===== src/rtl/core/line_bounded_pattern_counter_top_defines.svh =====
// assertion macros for the line bounded pattern counter
`ifndef LINE_BOUNDED_PATTERN_COUNTER_TOP_DEFINES_SVH
`define LINE_BOUNDED_PATTERN_COUNTER_TOP_DEFINES_SVH

// same-cycle implication, disabled in reset
`define LBPC_ASSERT_NOW(label, clk, rst, ante, cons) \
   label: assert property (@(posedge clk) disable iff (rst) (ante) |-> (cons)) \
      else $error("lbpc check failed: same-cycle implication");

// next-cycle implication, disabled in reset
`define LBPC_ASSERT_NEXT(label, clk, rst, ante, cons) \
   label: assert property (@(posedge clk) disable iff (rst) (ante) |=> (cons)) \
      else $error("lbpc check failed: next-cycle implication");

`endif


===== src/rtl/core/lbpc_pkg.sv =====
`default_nettype none

package lbpc_pkg;

   // largest pattern the window can hold
   localparam int MAX_PATTERN_DEF = 16;
   localparam int PATTERN_BYTES   = 16;

   localparam logic [7:0]  NEWLINE_BYTE = 8'h0A;
   localparam logic [7:0]  NUL_BYTE     = 8'h00;
   localparam logic [31:0] COUNT_MAX    = 32'hFFFF_FFFF;

   // configuration register indexes
   typedef enum logic [1:0] {
      CSR_PATTERN_FIRST  = 2'd0,
      CSR_PATTERN_LAST   = 2'd1,
      CSR_PATTERN_LENGTH = 2'd2,
      CSR_UNUSED         = 2'd3
   } csr_index_type;

   // pattern bytes, byte 0 in the lowest bits
   typedef logic [PATTERN_BYTES-1:0][7:0] pattern_type;

   // window control sent to every cell
   typedef struct packed {
      logic shift;
      logic clear;
   } cell_ctrl_type;

endpackage

`default_nettype wire


===== src/rtl/core/lbpc_req_if.sv =====
`default_nettype none

interface lbpc_req_if;
   logic       valid;
   logic       ready;
   logic [7:0] data_byte;
   logic       end_of_file;

   modport source (output valid, output data_byte, output end_of_file, input ready);
   modport sink (input valid, input data_byte, input end_of_file, output ready);
endinterface

`default_nettype wire


===== src/rtl/core/lbpc_rsp_if.sv =====
`default_nettype none

interface lbpc_rsp_if;
   logic        valid;
   logic        ready;
   logic        match_end;
   logic [31:0] match_count;
   logic        found;
   logic        file_done;

   modport source (
      output valid, output match_end, output match_count, output found,
      output file_done, input ready
   );
   modport sink (
      input valid, input match_end, input match_count, input found,
      input file_done, output ready
   );
endinterface

`default_nettype wire


===== src/rtl/core/lbpc_csr_if.sv =====
`default_nettype none

interface lbpc_csr_if;
   logic        valid;
   logic        ready;
   logic [1:0]  index;
   logic [63:0] data;

   modport source (output valid, output index, output data, input ready);
   modport sink (input valid, input index, input data, output ready);
endinterface

`default_nettype wire


===== src/rtl/core/lbpc_cell.sv =====
`default_nettype none

// one window position: holds a byte and its valid flag, compares the
// byte arriving from its left neighbor against the aligned pattern byte
module lbpc_cell #(
   parameter int CELL_INDEX = 0
) (
   input  wire logic                   clock,
   input  wire logic                   reset,
   input  wire lbpc_pkg::cell_ctrl_type ctrl,
   input  wire logic [7:0]             byte_in,
   input  wire logic                   valid_in,
   input  wire lbpc_pkg::pattern_type  pattern,
   input  wire logic [4:0]             pattern_length,
   output logic [7:0]                  byte_out,
   output logic                        valid_out,
   output logic                        match_ok
);

   logic [7:0] byte_ff;
   logic       valid_ff;
   logic       slot_valid_in;
   logic [4:0] pat_index;
   logic       in_use;

   // pattern byte that lines up with this position after the shift
   assign in_use    = pattern_length > 5'(CELL_INDEX);
   assign pat_index = pattern_length - 5'(CELL_INDEX) - 5'd1;
   assign match_ok  = !in_use ||
                      (valid_in && (byte_in == pattern[pat_index[3:0]]));

   // valid flag: cleared by newline, nul or end of file
   always_comb begin
      slot_valid_in = valid_ff;
      if (ctrl.clear) begin
         slot_valid_in = 1'b0;
      end else if (ctrl.shift) begin
         slot_valid_in = valid_in;
      end
   end

   always_ff @(posedge clock) begin
      if (reset) begin
         valid_ff <= 1'b0;
      end else begin
         valid_ff <= slot_valid_in;
      end
   end

   // byte payload moves right on every shift
   always_ff @(posedge clock) begin
      if (ctrl.shift) begin
         byte_ff <= byte_in;
      end
   end

   assign byte_out  = byte_ff;
   assign valid_out = valid_ff;

endmodule

`default_nettype wire


===== src/rtl/core/line_bounded_pattern_counter_top.sv =====
// a result is registered and shown in the cycle after its request is accepted
// throughput: one request per cycle while the receiver takes each result; the window is a row of cells that
// shift and compare in the same cycle, counted in one 32-bit adder
// reset: pattern registers, window, nul skip flag and count clear at once
// the count and window also clear after a request marked end of file
`default_nettype none
`include "line_bounded_pattern_counter_top_defines.svh"

module line_bounded_pattern_counter_top #(
   parameter int MAX_PATTERN = lbpc_pkg::MAX_PATTERN_DEF
) (
   input wire logic clock,
   input wire logic reset,
   lbpc_req_if.sink   req_chan,
   lbpc_rsp_if.source rsp_chan,
   lbpc_csr_if.sink   csr_chan
);

   // configuration registers
   logic [63:0] pat_first_ff;
   logic [63:0] pat_last_ff;
   logic [4:0]  pat_length_ff;
   lbpc_pkg::pattern_type pattern;

   assign csr_chan.ready = 1'b1;
   assign pattern = {pat_last_ff, pat_first_ff};

   always_ff @(posedge clock) begin
      if (reset) begin
         pat_first_ff  <= '0;
         pat_last_ff   <= '0;
         pat_length_ff <= '0;
      end else if (csr_chan.valid) begin
         case (lbpc_pkg::csr_index_type'(csr_chan.index))
            lbpc_pkg::CSR_PATTERN_FIRST:  pat_first_ff  <= csr_chan.data;
            lbpc_pkg::CSR_PATTERN_LAST:   pat_last_ff   <= csr_chan.data;
            lbpc_pkg::CSR_PATTERN_LENGTH: pat_length_ff <= csr_chan.data[4:0];
            default: begin
            end
         endcase
      end
   end

   // request handshake with a registered response stage
   logic rsp_valid_ff;
   logic req_accept;

   assign req_chan.ready = !rsp_valid_ff || rsp_chan.ready;
   assign req_accept     = req_chan.valid && req_chan.ready;

   // byte classification
   logic is_newline;
   logic is_nul;
   logic skip_ff;
   logic skip_in;
   lbpc_pkg::cell_ctrl_type ctrl;

   assign is_newline = req_chan.data_byte == lbpc_pkg::NEWLINE_BYTE;
   assign is_nul     = req_chan.data_byte == lbpc_pkg::NUL_BYTE;
   assign ctrl.shift = req_accept && !is_newline && !is_nul && !skip_ff;
   assign ctrl.clear = req_accept && (is_newline || is_nul || req_chan.end_of_file);

   // nul skip flag, released by newline or end of file
   always_comb begin
      skip_in = skip_ff;
      if (req_accept) begin
         if (is_newline || req_chan.end_of_file) begin
            skip_in = 1'b0;
         end else if (is_nul) begin
            skip_in = 1'b1;
         end
      end
   end

   always_ff @(posedge clock) begin
      if (reset) begin
         skip_ff <= 1'b0;
      end else begin
         skip_ff <= skip_in;
      end
   end

   // window: row of cells, cell 0 takes the new byte
   logic [MAX_PATTERN-1:0][7:0] win_byte;
   logic [MAX_PATTERN-1:0]      win_valid;
   logic [MAX_PATTERN-1:0]      cell_ok;

   for (genvar k = 0; k < MAX_PATTERN; k++) begin : g_cell
      logic [7:0] byte_left;
      logic       valid_left;

      if (k == 0) begin : g_head
         assign byte_left  = req_chan.data_byte;
         assign valid_left = 1'b1;
      end else begin : g_body
         assign byte_left  = win_byte[k-1];
         assign valid_left = win_valid[k-1];
      end

      lbpc_cell #(
         .CELL_INDEX (k)
      ) u_cell (
         .clock          (clock),
         .reset          (reset),
         .ctrl           (ctrl),
         .byte_in        (byte_left),
         .valid_in       (valid_left),
         .pattern        (pattern),
         .pattern_length (pat_length_ff),
         .byte_out       (win_byte[k]),
         .valid_out      (win_valid[k]),
         .match_ok       (cell_ok[k])
      );
   end

   // match ends here when every cell in use agrees
   logic hit;

   assign hit = ctrl.shift && (pat_length_ff != 5'd0) &&
                (pat_length_ff <= 5'(MAX_PATTERN)) && (&cell_ok);

   // occurrence count, saturating
   logic [31:0] count_ff;
   logic [31:0] count_step;
   logic [31:0] count_in;

   always_comb begin
      count_step = count_ff;
      if (hit && (count_ff != lbpc_pkg::COUNT_MAX)) begin
         count_step = count_ff + 32'd1;
      end
      count_in = count_ff;
      if (req_accept) begin
         count_in = req_chan.end_of_file ? 32'd0 : count_step;
      end
   end

   always_ff @(posedge clock) begin
      if (reset) begin
         count_ff <= '0;
      end else begin
         count_ff <= count_in;
      end
   end

   // response register
   logic        match_end_ff;
   logic [31:0] match_count_ff;
   logic        found_ff;
   logic        file_done_ff;

   always_ff @(posedge clock) begin
      if (reset) begin
         rsp_valid_ff <= 1'b0;
      end else if (req_accept) begin
         rsp_valid_ff <= 1'b1;
      end else if (rsp_chan.ready) begin
         rsp_valid_ff <= 1'b0;
      end
   end

   always_ff @(posedge clock) begin
      if (req_accept) begin
         match_end_ff   <= hit;
         match_count_ff <= count_step;
         found_ff       <= count_step != 32'd0;
         file_done_ff   <= req_chan.end_of_file;
      end
   end

   assign rsp_chan.valid       = rsp_valid_ff;
   assign rsp_chan.match_end   = match_end_ff;
   assign rsp_chan.match_count = match_count_ff;
   assign rsp_chan.found       = found_ff;
   assign rsp_chan.file_done   = file_done_ff;

   // checks
   `LBPC_ASSERT_NOW(a_match_implies_found, clock, reset,
      rsp_valid_ff && match_end_ff, found_ff)
   `LBPC_ASSERT_NOW(a_found_tracks_count, clock, reset,
      rsp_valid_ff, found_ff == (match_count_ff != 32'd0))
   `LBPC_ASSERT_NEXT(a_eof_clears_count, clock, reset,
      req_accept && req_chan.end_of_file, count_ff == 32'd0 && !skip_ff)
   `LBPC_ASSERT_NEXT(a_newline_clears_window, clock, reset,
      req_accept && is_newline, win_valid == '0)

endmodule

`default_nettype wire


===== src/flat_wrapper.sv =====
// flat-port wrapper written by rule: the top's interface ports become plain ports
module line_bounded_pattern_counter_top_flat 
#(
   parameter int MAX_PATTERN = lbpc_pkg::MAX_PATTERN_DEF
)
  (clock, reset, req_chan_valid, req_chan_data_byte, req_chan_end_of_file, req_chan_ready, rsp_chan_valid, rsp_chan_match_end, rsp_chan_match_count, rsp_chan_found, rsp_chan_file_done, rsp_chan_ready, csr_chan_valid, csr_chan_index, csr_chan_data, csr_chan_ready);
  lbpc_req_if req_chan_i ();
  lbpc_rsp_if rsp_chan_i ();
  lbpc_csr_if csr_chan_i ();
  input wire logic clock;
  input wire logic reset;
  input wire logic [$bits(req_chan_i.valid)-1:0] req_chan_valid;
  input wire logic [$bits(req_chan_i.data_byte)-1:0] req_chan_data_byte;
  input wire logic [$bits(req_chan_i.end_of_file)-1:0] req_chan_end_of_file;
  output wire logic [$bits(req_chan_i.ready)-1:0] req_chan_ready;
  output wire logic [$bits(rsp_chan_i.valid)-1:0] rsp_chan_valid;
  output wire logic [$bits(rsp_chan_i.match_end)-1:0] rsp_chan_match_end;
  output wire logic [$bits(rsp_chan_i.match_count)-1:0] rsp_chan_match_count;
  output wire logic [$bits(rsp_chan_i.found)-1:0] rsp_chan_found;
  output wire logic [$bits(rsp_chan_i.file_done)-1:0] rsp_chan_file_done;
  input wire logic [$bits(rsp_chan_i.ready)-1:0] rsp_chan_ready;
  input wire logic [$bits(csr_chan_i.valid)-1:0] csr_chan_valid;
  input wire logic [$bits(csr_chan_i.index)-1:0] csr_chan_index;
  input wire logic [$bits(csr_chan_i.data)-1:0] csr_chan_data;
  output wire logic [$bits(csr_chan_i.ready)-1:0] csr_chan_ready;
  assign req_chan_i.valid = req_chan_valid;
  assign req_chan_i.data_byte = req_chan_data_byte;
  assign req_chan_i.end_of_file = req_chan_end_of_file;
  assign req_chan_ready = req_chan_i.ready;
  assign rsp_chan_valid = rsp_chan_i.valid;
  assign rsp_chan_match_end = rsp_chan_i.match_end;
  assign rsp_chan_match_count = rsp_chan_i.match_count;
  assign rsp_chan_found = rsp_chan_i.found;
  assign rsp_chan_file_done = rsp_chan_i.file_done;
  assign rsp_chan_i.ready = rsp_chan_ready;
  assign csr_chan_i.valid = csr_chan_valid;
  assign csr_chan_i.index = csr_chan_index;
  assign csr_chan_i.data = csr_chan_data;
  assign csr_chan_ready = csr_chan_i.ready;
  line_bounded_pattern_counter_top #(.MAX_PATTERN(MAX_PATTERN)) u_core (.clock(clock), .reset(reset), .req_chan(req_chan_i), .rsp_chan(rsp_chan_i), .csr_chan(csr_chan_i));
endmodule

===== config.mk =====
export PLATFORM = sky130hd
export DESIGN_NAME = line_bounded_pattern_counter_top_flat
export DESIGN_NICKNAME = d
export VERILOG_FILES = /design/src/rtl/core/lbpc_pkg.sv /design/src/rtl/core/lbpc_req_if.sv /design/src/rtl/core/lbpc_rsp_if.sv /design/src/rtl/core/lbpc_csr_if.sv /design/src/rtl/core/lbpc_cell.sv /design/src/rtl/core/line_bounded_pattern_counter_top.sv /design/src/flat_wrapper.sv
export VERILOG_INCLUDE_DIRS = /design/src /design/src/rtl/core
export SDC_FILE = /design/constraint.sdc
export NUM_CORES = 1
export LEC_CHECK = 0
export BUFFER_PORTS_ARGS = -buffer_cell sky130_fd_sc_hd__clkbuf_2
export CELL_PAD_IN_SITES_DETAIL_PLACEMENT = 0
export CELL_PAD_IN_SITES_GLOBAL_PLACEMENT = 1
export CORE_UTILIZATION = 50
export CTS_CLUSTER_SIZE = 30
export DETAILED_ROUTE_END_ITERATION = 7
export GPL_TIMING_DRIVEN = 0
export PLACE_DENSITY = 0.93
export SKIP_LAST_GASP = 1
export SLEW_MARGIN = 10
export SYNTH_ARGS = -nofsm -noshare
export SYNTH_HDL_FRONTEND = slang
export SYNTH_SLANG_ARGS = --single-unit

===== constraint.sdc =====
create_clock -name clock -period 10.4 [get_ports clock]
set_input_delay 1.56 -clock clock [delete_from_list [all_inputs] [get_ports clock]]
set_output_delay 1.56 -clock clock [all_outputs]
set_load 0.1 [all_outputs]

* After elaboration in Yosys (flattened, before gate mapping)
Index checks and enable logic that the tools add are counted.
Cells by class: $add $sub $neg 31, magnitude comparators 33, eq/ne operators 20, mux-type cells 38, reduce and logical (&&, ||, !) cells 76
Operator list (count):
- 8-bit binary-select mux with 4-bit select | 16
- 8-bit == test | 16
- 8-bit two-way mux | 16
- 4-bit by 5-bit less-than comparator with 1-bit output (second input constant) | 16
- 32-bit two-way mux | 2
- 4-bit by 1-bit subtractor with 4-bit output (second input constant) | 16
- 5-bit by 4-bit greater-than comparator with 1-bit output (second input constant) | 8
- 32-bit by 1-bit adder with 32-bit output (second input constant) | 1
- 32-bit != test (second input constant) | 1
- 32-bit nonzero test | 1
- 4-bit subtractor (second input constant) | 8
- 1-bit logical AND | 24
- 5-bit by 3-bit greater-than comparator with 1-bit output (second input constant) | 4
- 1-bit zero test | 20
- 1-bit logical OR | 20
- 16-bit AND reduction | 1
- 4-bit by 3-bit subtractor with 4-bit output (second input constant) | 4
- 5-bit by 1-bit greater-than comparator with 1-bit output (second input constant) | 2
- 5-bit by 2-bit greater-than comparator with 1-bit output (second input constant) | 2
- 8-bit by 4-bit == test with 1-bit output (second input constant) | 1
- 8-bit zero test | 1
- 2-bit AND reduction | 4
- 4-bit by 2-bit subtractor with 4-bit output (second input constant) | 2
- 5-bit less-or-equal comparator (second input constant) | 1
- other kinds (7) | 11
Word-level totals: register bits after elaboration 337, input bits 80, output and inout port bits 38, word-level logic and storage cells 238

* Longest topological paths before layout
depth after elaboration 12, gate-level depth with buffers 25, depth with buffers taken out 15

* Hierarchy
Synthesis repeated with hierarchy kept, for this count alone.
Unflattened totals: cell total of the unflattened synthesis 2689, area total of the unflattened synthesis 32481.2 µm²
Modules (own cells, without submodules):
- line_bounded_pattern_counter_top | instances 1, cells an instance 932, area an instance 8054.0 µm², sequential area each 4394.2 µm²
- lbpc_cell at u_core.g_cell[6].u_cell | instances 1, cells an instance 149, area an instance 1704.1 µm², sequential area each 260.2 µm²
- lbpc_cell at u_core.g_cell[3].u_cell | instances 1, cells an instance 127, area an instance 1669.1 µm², sequential area each 260.2 µm²
- lbpc_cell at u_core.g_cell[11].u_cell | instances 1, cells an instance 130, area an instance 1567.8 µm², sequential area each 260.2 µm²
- lbpc_cell at u_core.g_cell[9].u_cell | instances 1, cells an instance 108, area an instance 1555.2 µm², sequential area each 260.2 µm²
- lbpc_cell at u_core.g_cell[12].u_cell | instances 1, cells an instance 102, area an instance 1549.0 µm², sequential area each 260.2 µm²
- lbpc_cell at u_core.g_cell[13].u_cell | instances 1, cells an instance 106, area an instance 1546.5 µm², sequential area each 260.2 µm²
- lbpc_cell at u_core.g_cell[14].u_cell | instances 1, cells an instance 117, area an instance 1530.2 µm², sequential area each 260.2 µm²
- lbpc_cell at u_core.g_cell[7].u_cell | instances 1, cells an instance 122, area an instance 1524.0 µm², sequential area each 260.2 µm²
- lbpc_cell at u_core.g_cell[2].u_cell | instances 1, cells an instance 105, area an instance 1512.7 µm², sequential area each 260.2 µm²
- lbpc_cell at u_core.g_cell[5].u_cell | instances 1, cells an instance 112, area an instance 1511.4 µm², sequential area each 260.2 µm²
- lbpc_cell at u_core.g_cell[0].u_cell | instances 1, cells an instance 104, area an instance 1507.7 µm², sequential area each 260.2 µm²
- lbpc_cell at u_core.g_cell[15].u_cell | instances 1, cells an instance 90, area an instance 1480.2 µm², sequential area each 260.2 µm²
- lbpc_cell at u_core.g_cell[8].u_cell | instances 1, cells an instance 91, area an instance 1467.7 µm², sequential area each 260.2 µm²
- +3 rows

* Worst setup path after synthesis
OpenSTA, ideal clock, no wires.
path type in2reg, start input rsp_chan_ready, end register u_core.g_cell[0].u_cell.byte_ff[0], enable pin, library setup time 0.531 ns, arrival 6.504 ns, data required time 9.869 ns, setup slack 3.365 ns, stages on the path 5, buffers on the path 1, cell sequence nand2b_1 -> nand2_1 -> a211o_1 -> clkinv_1 -> buf_1
RTL lines:
- start, declared | RTL line flat_wrapper.sv:21 | input wire logic [$bits(rsp_chan_i.ready)-1:0] rsp_chan_ready;
- end signal, assigned | RTL line lbpc_cell.sv:53 | byte_ff <= byte_in;
- end, declared | RTL line lbpc_cell.sv:20 | logic [7:0] byte_ff;

* Worst setup path in the final report
start register u_core.pat_length_ff[1], end register u_core.found_ff (netlist: u_core.rsp_chan.found) (data pin)
On the way: word-level cells in the longest chain between the ends 12, elaborated cells between the ends (all ways) 150, those cells by class add/sub (30); order compare (17); eq/ne (16); mux (33); reduce/logical (54)
Ends and longest elaborated chain:
- start, declared | RTL line line_bounded_pattern_counter_top.sv:22 | logic [4:0] pat_length_ff;
- start signal, assigned | RTL line line_bounded_pattern_counter_top.sv:37 | lbpc_pkg::CSR_PATTERN_LENGTH: pat_length_ff <= csr_chan.data[4:0];
- 4-bit subtractor, or another cell as far along | RTL line lbpc_cell.sv:28 | assign pat_index = pattern_length - 5'(CELL_INDEX) - 5'd1;
- 4-bit by 1-bit subtractor with 4-bit output | RTL line lbpc_cell.sv:28
- 8-bit binary-select mux with 4-bit select | RTL line lbpc_cell.sv:30 | (valid_in && (byte_in == pattern[pat_index[3:0]]));
- 8-bit two-way mux (not written as such) | RTL line lbpc_cell.sv:30
- 8-bit == test | RTL line lbpc_cell.sv:30
- 1-bit logical AND | RTL line lbpc_cell.sv:30
- 1-bit logical OR | RTL line lbpc_cell.sv:29 | assign match_ok = !in_use ||
- 16-bit AND reduction | RTL line line_bounded_pattern_counter_top.sv:120 | (pat_length_ff <= 5'(MAX_PATTERN)) && (&cell_ok);
- 1-bit logical AND * | RTL line line_bounded_pattern_counter_top.sv:120
- 1-bit logical AND * | RTL line line_bounded_pattern_counter_top.sv:129 | if (hit && (count_ff != lbpc_pkg::COUNT_MAX)) begin
- 32-bit two-way mux * | RTL line line_bounded_pattern_counter_top.sv:129
- 32-bit nonzero test * | RTL line line_bounded_pattern_counter_top.sv:166 | found_ff <= count_step != 32'd0;
- end signal, assigned | RTL line line_bounded_pattern_counter_top.sv:166
- end, declared | RTL line line_bounded_pattern_counter_top.sv:149 | logic found_ff;
Mark *: on every way between the ends. The rest lies on a longest branch, timed or not. The select of a mux whose other input is x is not followed. A chain may end at the register's enable or synchronous reset.

==> impl_metrics.json <==
{
  "outcome": "finished, final reports clean",
  "synth.distinct_cells": 82,
  "synthMostInstantiatedCell": "nand2_1",
  "place_hpwl_mm": 84.95,
  "area_growth_pct": 11.58,
  "gr-usage-all-layers_pct": 44.34,
  "gr-total-overflow": 0,
  "fin_tns_setup_ns": 0,
  "htree_levels": 2,
  "cts_resized": 0,
  "stdcell_area_um2": 26630,
  "nFillCells": 3985,
  "clk_pin_slew_ns": 0.06,
  "cpMaxStageDelayCell": "buf_1",
  "final-setup-viol-count": 0,
  "num_vias": 21170,
  "hold_viol_final": 0,
  "setup_ws_ns": 1.573,
  "critPathCaptureType": "register",
  "tightestPinTransition_ns": 1.347,
  "clkSinkCount": 337,
  "cts_tree": "done",
  "place.gp.congestion": 1.073,
  "finClkSkew_ns": 0.02122,
  "placedInstanceArea_um2": 25350,
  "numCtsBuffers": 39,
  "die_area_um2": 48600,
  "seq_area_frac_synth_pct": 34.77,
  "netlist_instances": 2197,
  "cts_setup_buffers": 0,
  "hold_buffers": 0,
  "wl_mm": 107.5,
  "path_class": "reg -> reg",
  "cp-start-kind": "register",
  "post-synth-top-area-cell": "mux4_2",
  "netlist_area_um2": 23860,
  "synth-main-ff-cell": "dfxtp_1",
  "synth_edf_count": 155,
  "fp-row-count": 79,
  "leakage_nw": 9.180,
  "io_pins": 118,
  "worstPathArrival_ns": 9.11,
  "antenna_found_initial": 2,
  "relSlewSlack_pct": 10.19,
  "grt_setup_unrepaired": "false",
  "pre_cts_ws_ns": 2.064,
  "fin_crit_ns": 8.827,
  "drv_slew": 0,
  "synth-seq-cells": 337,
  "die_h_um": 220.5,
  "async_flop_share_pct": 0,
  "grt_pass1_wl_mm": 147.9,
  "avgSynthCellArea_um2": 10.86,
  "power_density_nw_per_um2": 134.4,
  "drtAntennaViolNets": 0,
  "dr.pass1.iters": 8,
  "min_path_type": "reg -> reg",
  "post-route-period-util_pct": 84.87,
  "drive_gt1_share_pct": 22.20,
  "grt_pass1_vias": 19530,
  "clk_path_buf_depth": 3,
  "synth_area_leaders": "mux4_2 (20%), edfxtp_1 (20%), dfxtp_1 (15%)",
  "syn_nets": 2291,
  "die_w_um": 220.5,
  "cpPeakStageDelay_ns": 0.90,
  "cp_common_cell": "buf_6",
  "cp_max_fo": 11,
  "drc": 0,
  "port_buffers": 115,
  "start_util_pct": 50.93,
  "crit_chain": "buf_4, buf_6, buf_6, buf_6, clkinv_1, ha_1, clkbuf_1, buf_1, mux4_2, mux2i_1, xnor2_1, mux2i_1, o2111ai_1, nor3_1, o221ai_1, nor4_2, nand4_2, buf_6, nor3_2, a31oi_1, nor4_1, nand4_1",
  "synth_common_cells": "nand2_1 (348), mux2i_1 (265), mux4_2 (215), dfxtp_1 (182), a21oi_1 (181)",
  "first_iter_violations": 3212,
  "via_per_inst": 7.067,
  "max_freq_mhz": 113.3,
  "final_nets": 2454,
  "peakVddDrop_uv": 127.6,
  "hold_ws_ns": 0.4633,
  "ys_warn_count": 0,
  "clock-root-buffer": "clkbuf_16",
  "post_drt_wl_per_cell_um": 35.88,
  "required_ns": 10.68,
  "cap_violations": 0,
  "clock_latency_ns": 0.57,
  "coreArea_um2": 46850,
  "grt_max_degree": 42,
  "netlist.area_leader.share_pct": 20.29
}
## layer usage
layer,wire length (um),global-route usage (%)
met2,45060,64.11
met5,129,1.414
met4,7124,24.60
met3,14640,15.66
met1,40510,57.56
## kinds of logic (layout without fill, tap and decap cells)
kind of cell | after synthesis | in the layout | share of synthesized area [%]
AND/OR/NAND/NOR | 616 | 616 | 11.79
multiplexers | 506 | 506 | 32.63
AO/OA/AOI/OAI | 351 | 351 | 9.071
flip-flops | 337 | 337 | 34.77
buffers and inverters | 190 | 380 | 4.043
XOR/XNOR | 182 | 182 | 6.942
adder cells (fa/ha/maj) | 14 | 14 | 0.7341
other | 1 | 2 | 0.01571
## layout make-up
class	instances	area, um^2	area share, %
plain buffers	170	892.1	3.350
clock buffers	51	1134	4.257
multi-input cells	1670	14630	54.95
repair buffers	122	691.9	2.599
clock inverters	17	143.9	0.5404
well taps	607	759.5	2.852
inverters	20	75.07	0.2819
diodes	1	2.502	0.009398
flip-flops and latches	337	8298	31.16
## worst paths after layout
check,from,to,slack [ns],cells after the start
setup / recovery,u_core.pat_length_ff[1],u_core.rsp_chan.found,1.57,22
hold / removal,u_core.g_cell[2].u_cell.valid_out,u_core.g_cell[3].u_cell.valid_out,0.46,2
setup reg to reg,u_core.pat_length_ff[1],u_core.rsp_chan.found,1.57,22
hold reg to reg,u_core.g_cell[2].u_cell.valid_out,u_core.g_cell[3].u_cell.valid_out,0.46,2
## critical path, delay by kind of cell, from the launching register on
kind | cells | cell delay [ns]
buffers and inverters | 8 | 2.96
and+or+nand+nor | 6 | 2.32
muxes | 3 | 1.32
AOI/OAI and AO/OA | 3 | 0.75
adders and majority gates | 1 | 0.53
DFF | 1 | 0.48
xor gates and xnor gates | 1 | 0.11
## state kept, by name (all words and copies together) (netlist names), 5 cells and up
name / flops
u_core.pat_length_ff: 5
u_core.g_cell.u_cell.valid_out: 15
u_core.count_ff: 32
u_core.rsp_chan.match_count: 32
u_core.pat_last_ff: 64
u_core.g_cell.u_cell.byte_out: 120
u_core.pat_first_ff: 64
## layout by cell type, fill, tap and decap left out, types with 49 or more instances in the layout
master	instances
xnor2_1	107
mux2i_1	265
a21oi_1	181
clkbuf_2	116
nand2_1	348
mux4_2	215
nor2_1	63
clkbuf_1	80
edfxtp_1	155
xor2_1	65
nand3_1	49
dfxtp_1	182
## stage by stage
step / instances / utilization (%) / total power, W
after floorplan: 2197 / - / 0.001940
final: 2995 / 56.83 / 0.003579
after global placement: 2919 / 53.78 / 0.002181
after global routing: 2994 / 56.83 / 0.003649
after detailed placement: 2926 / 54.10 / 0.002190
after CTS: 2994 / 56.83 / 0.003552
## power by group
group	switching (W)	internal, W	total (W)
Combinational	0.000426	0.000230	0.000656
Sequential	0.0000910	0.00145	0.00154
Clock	0.000566	0.000817	0.00138
(Power assumes the default switching activity.)
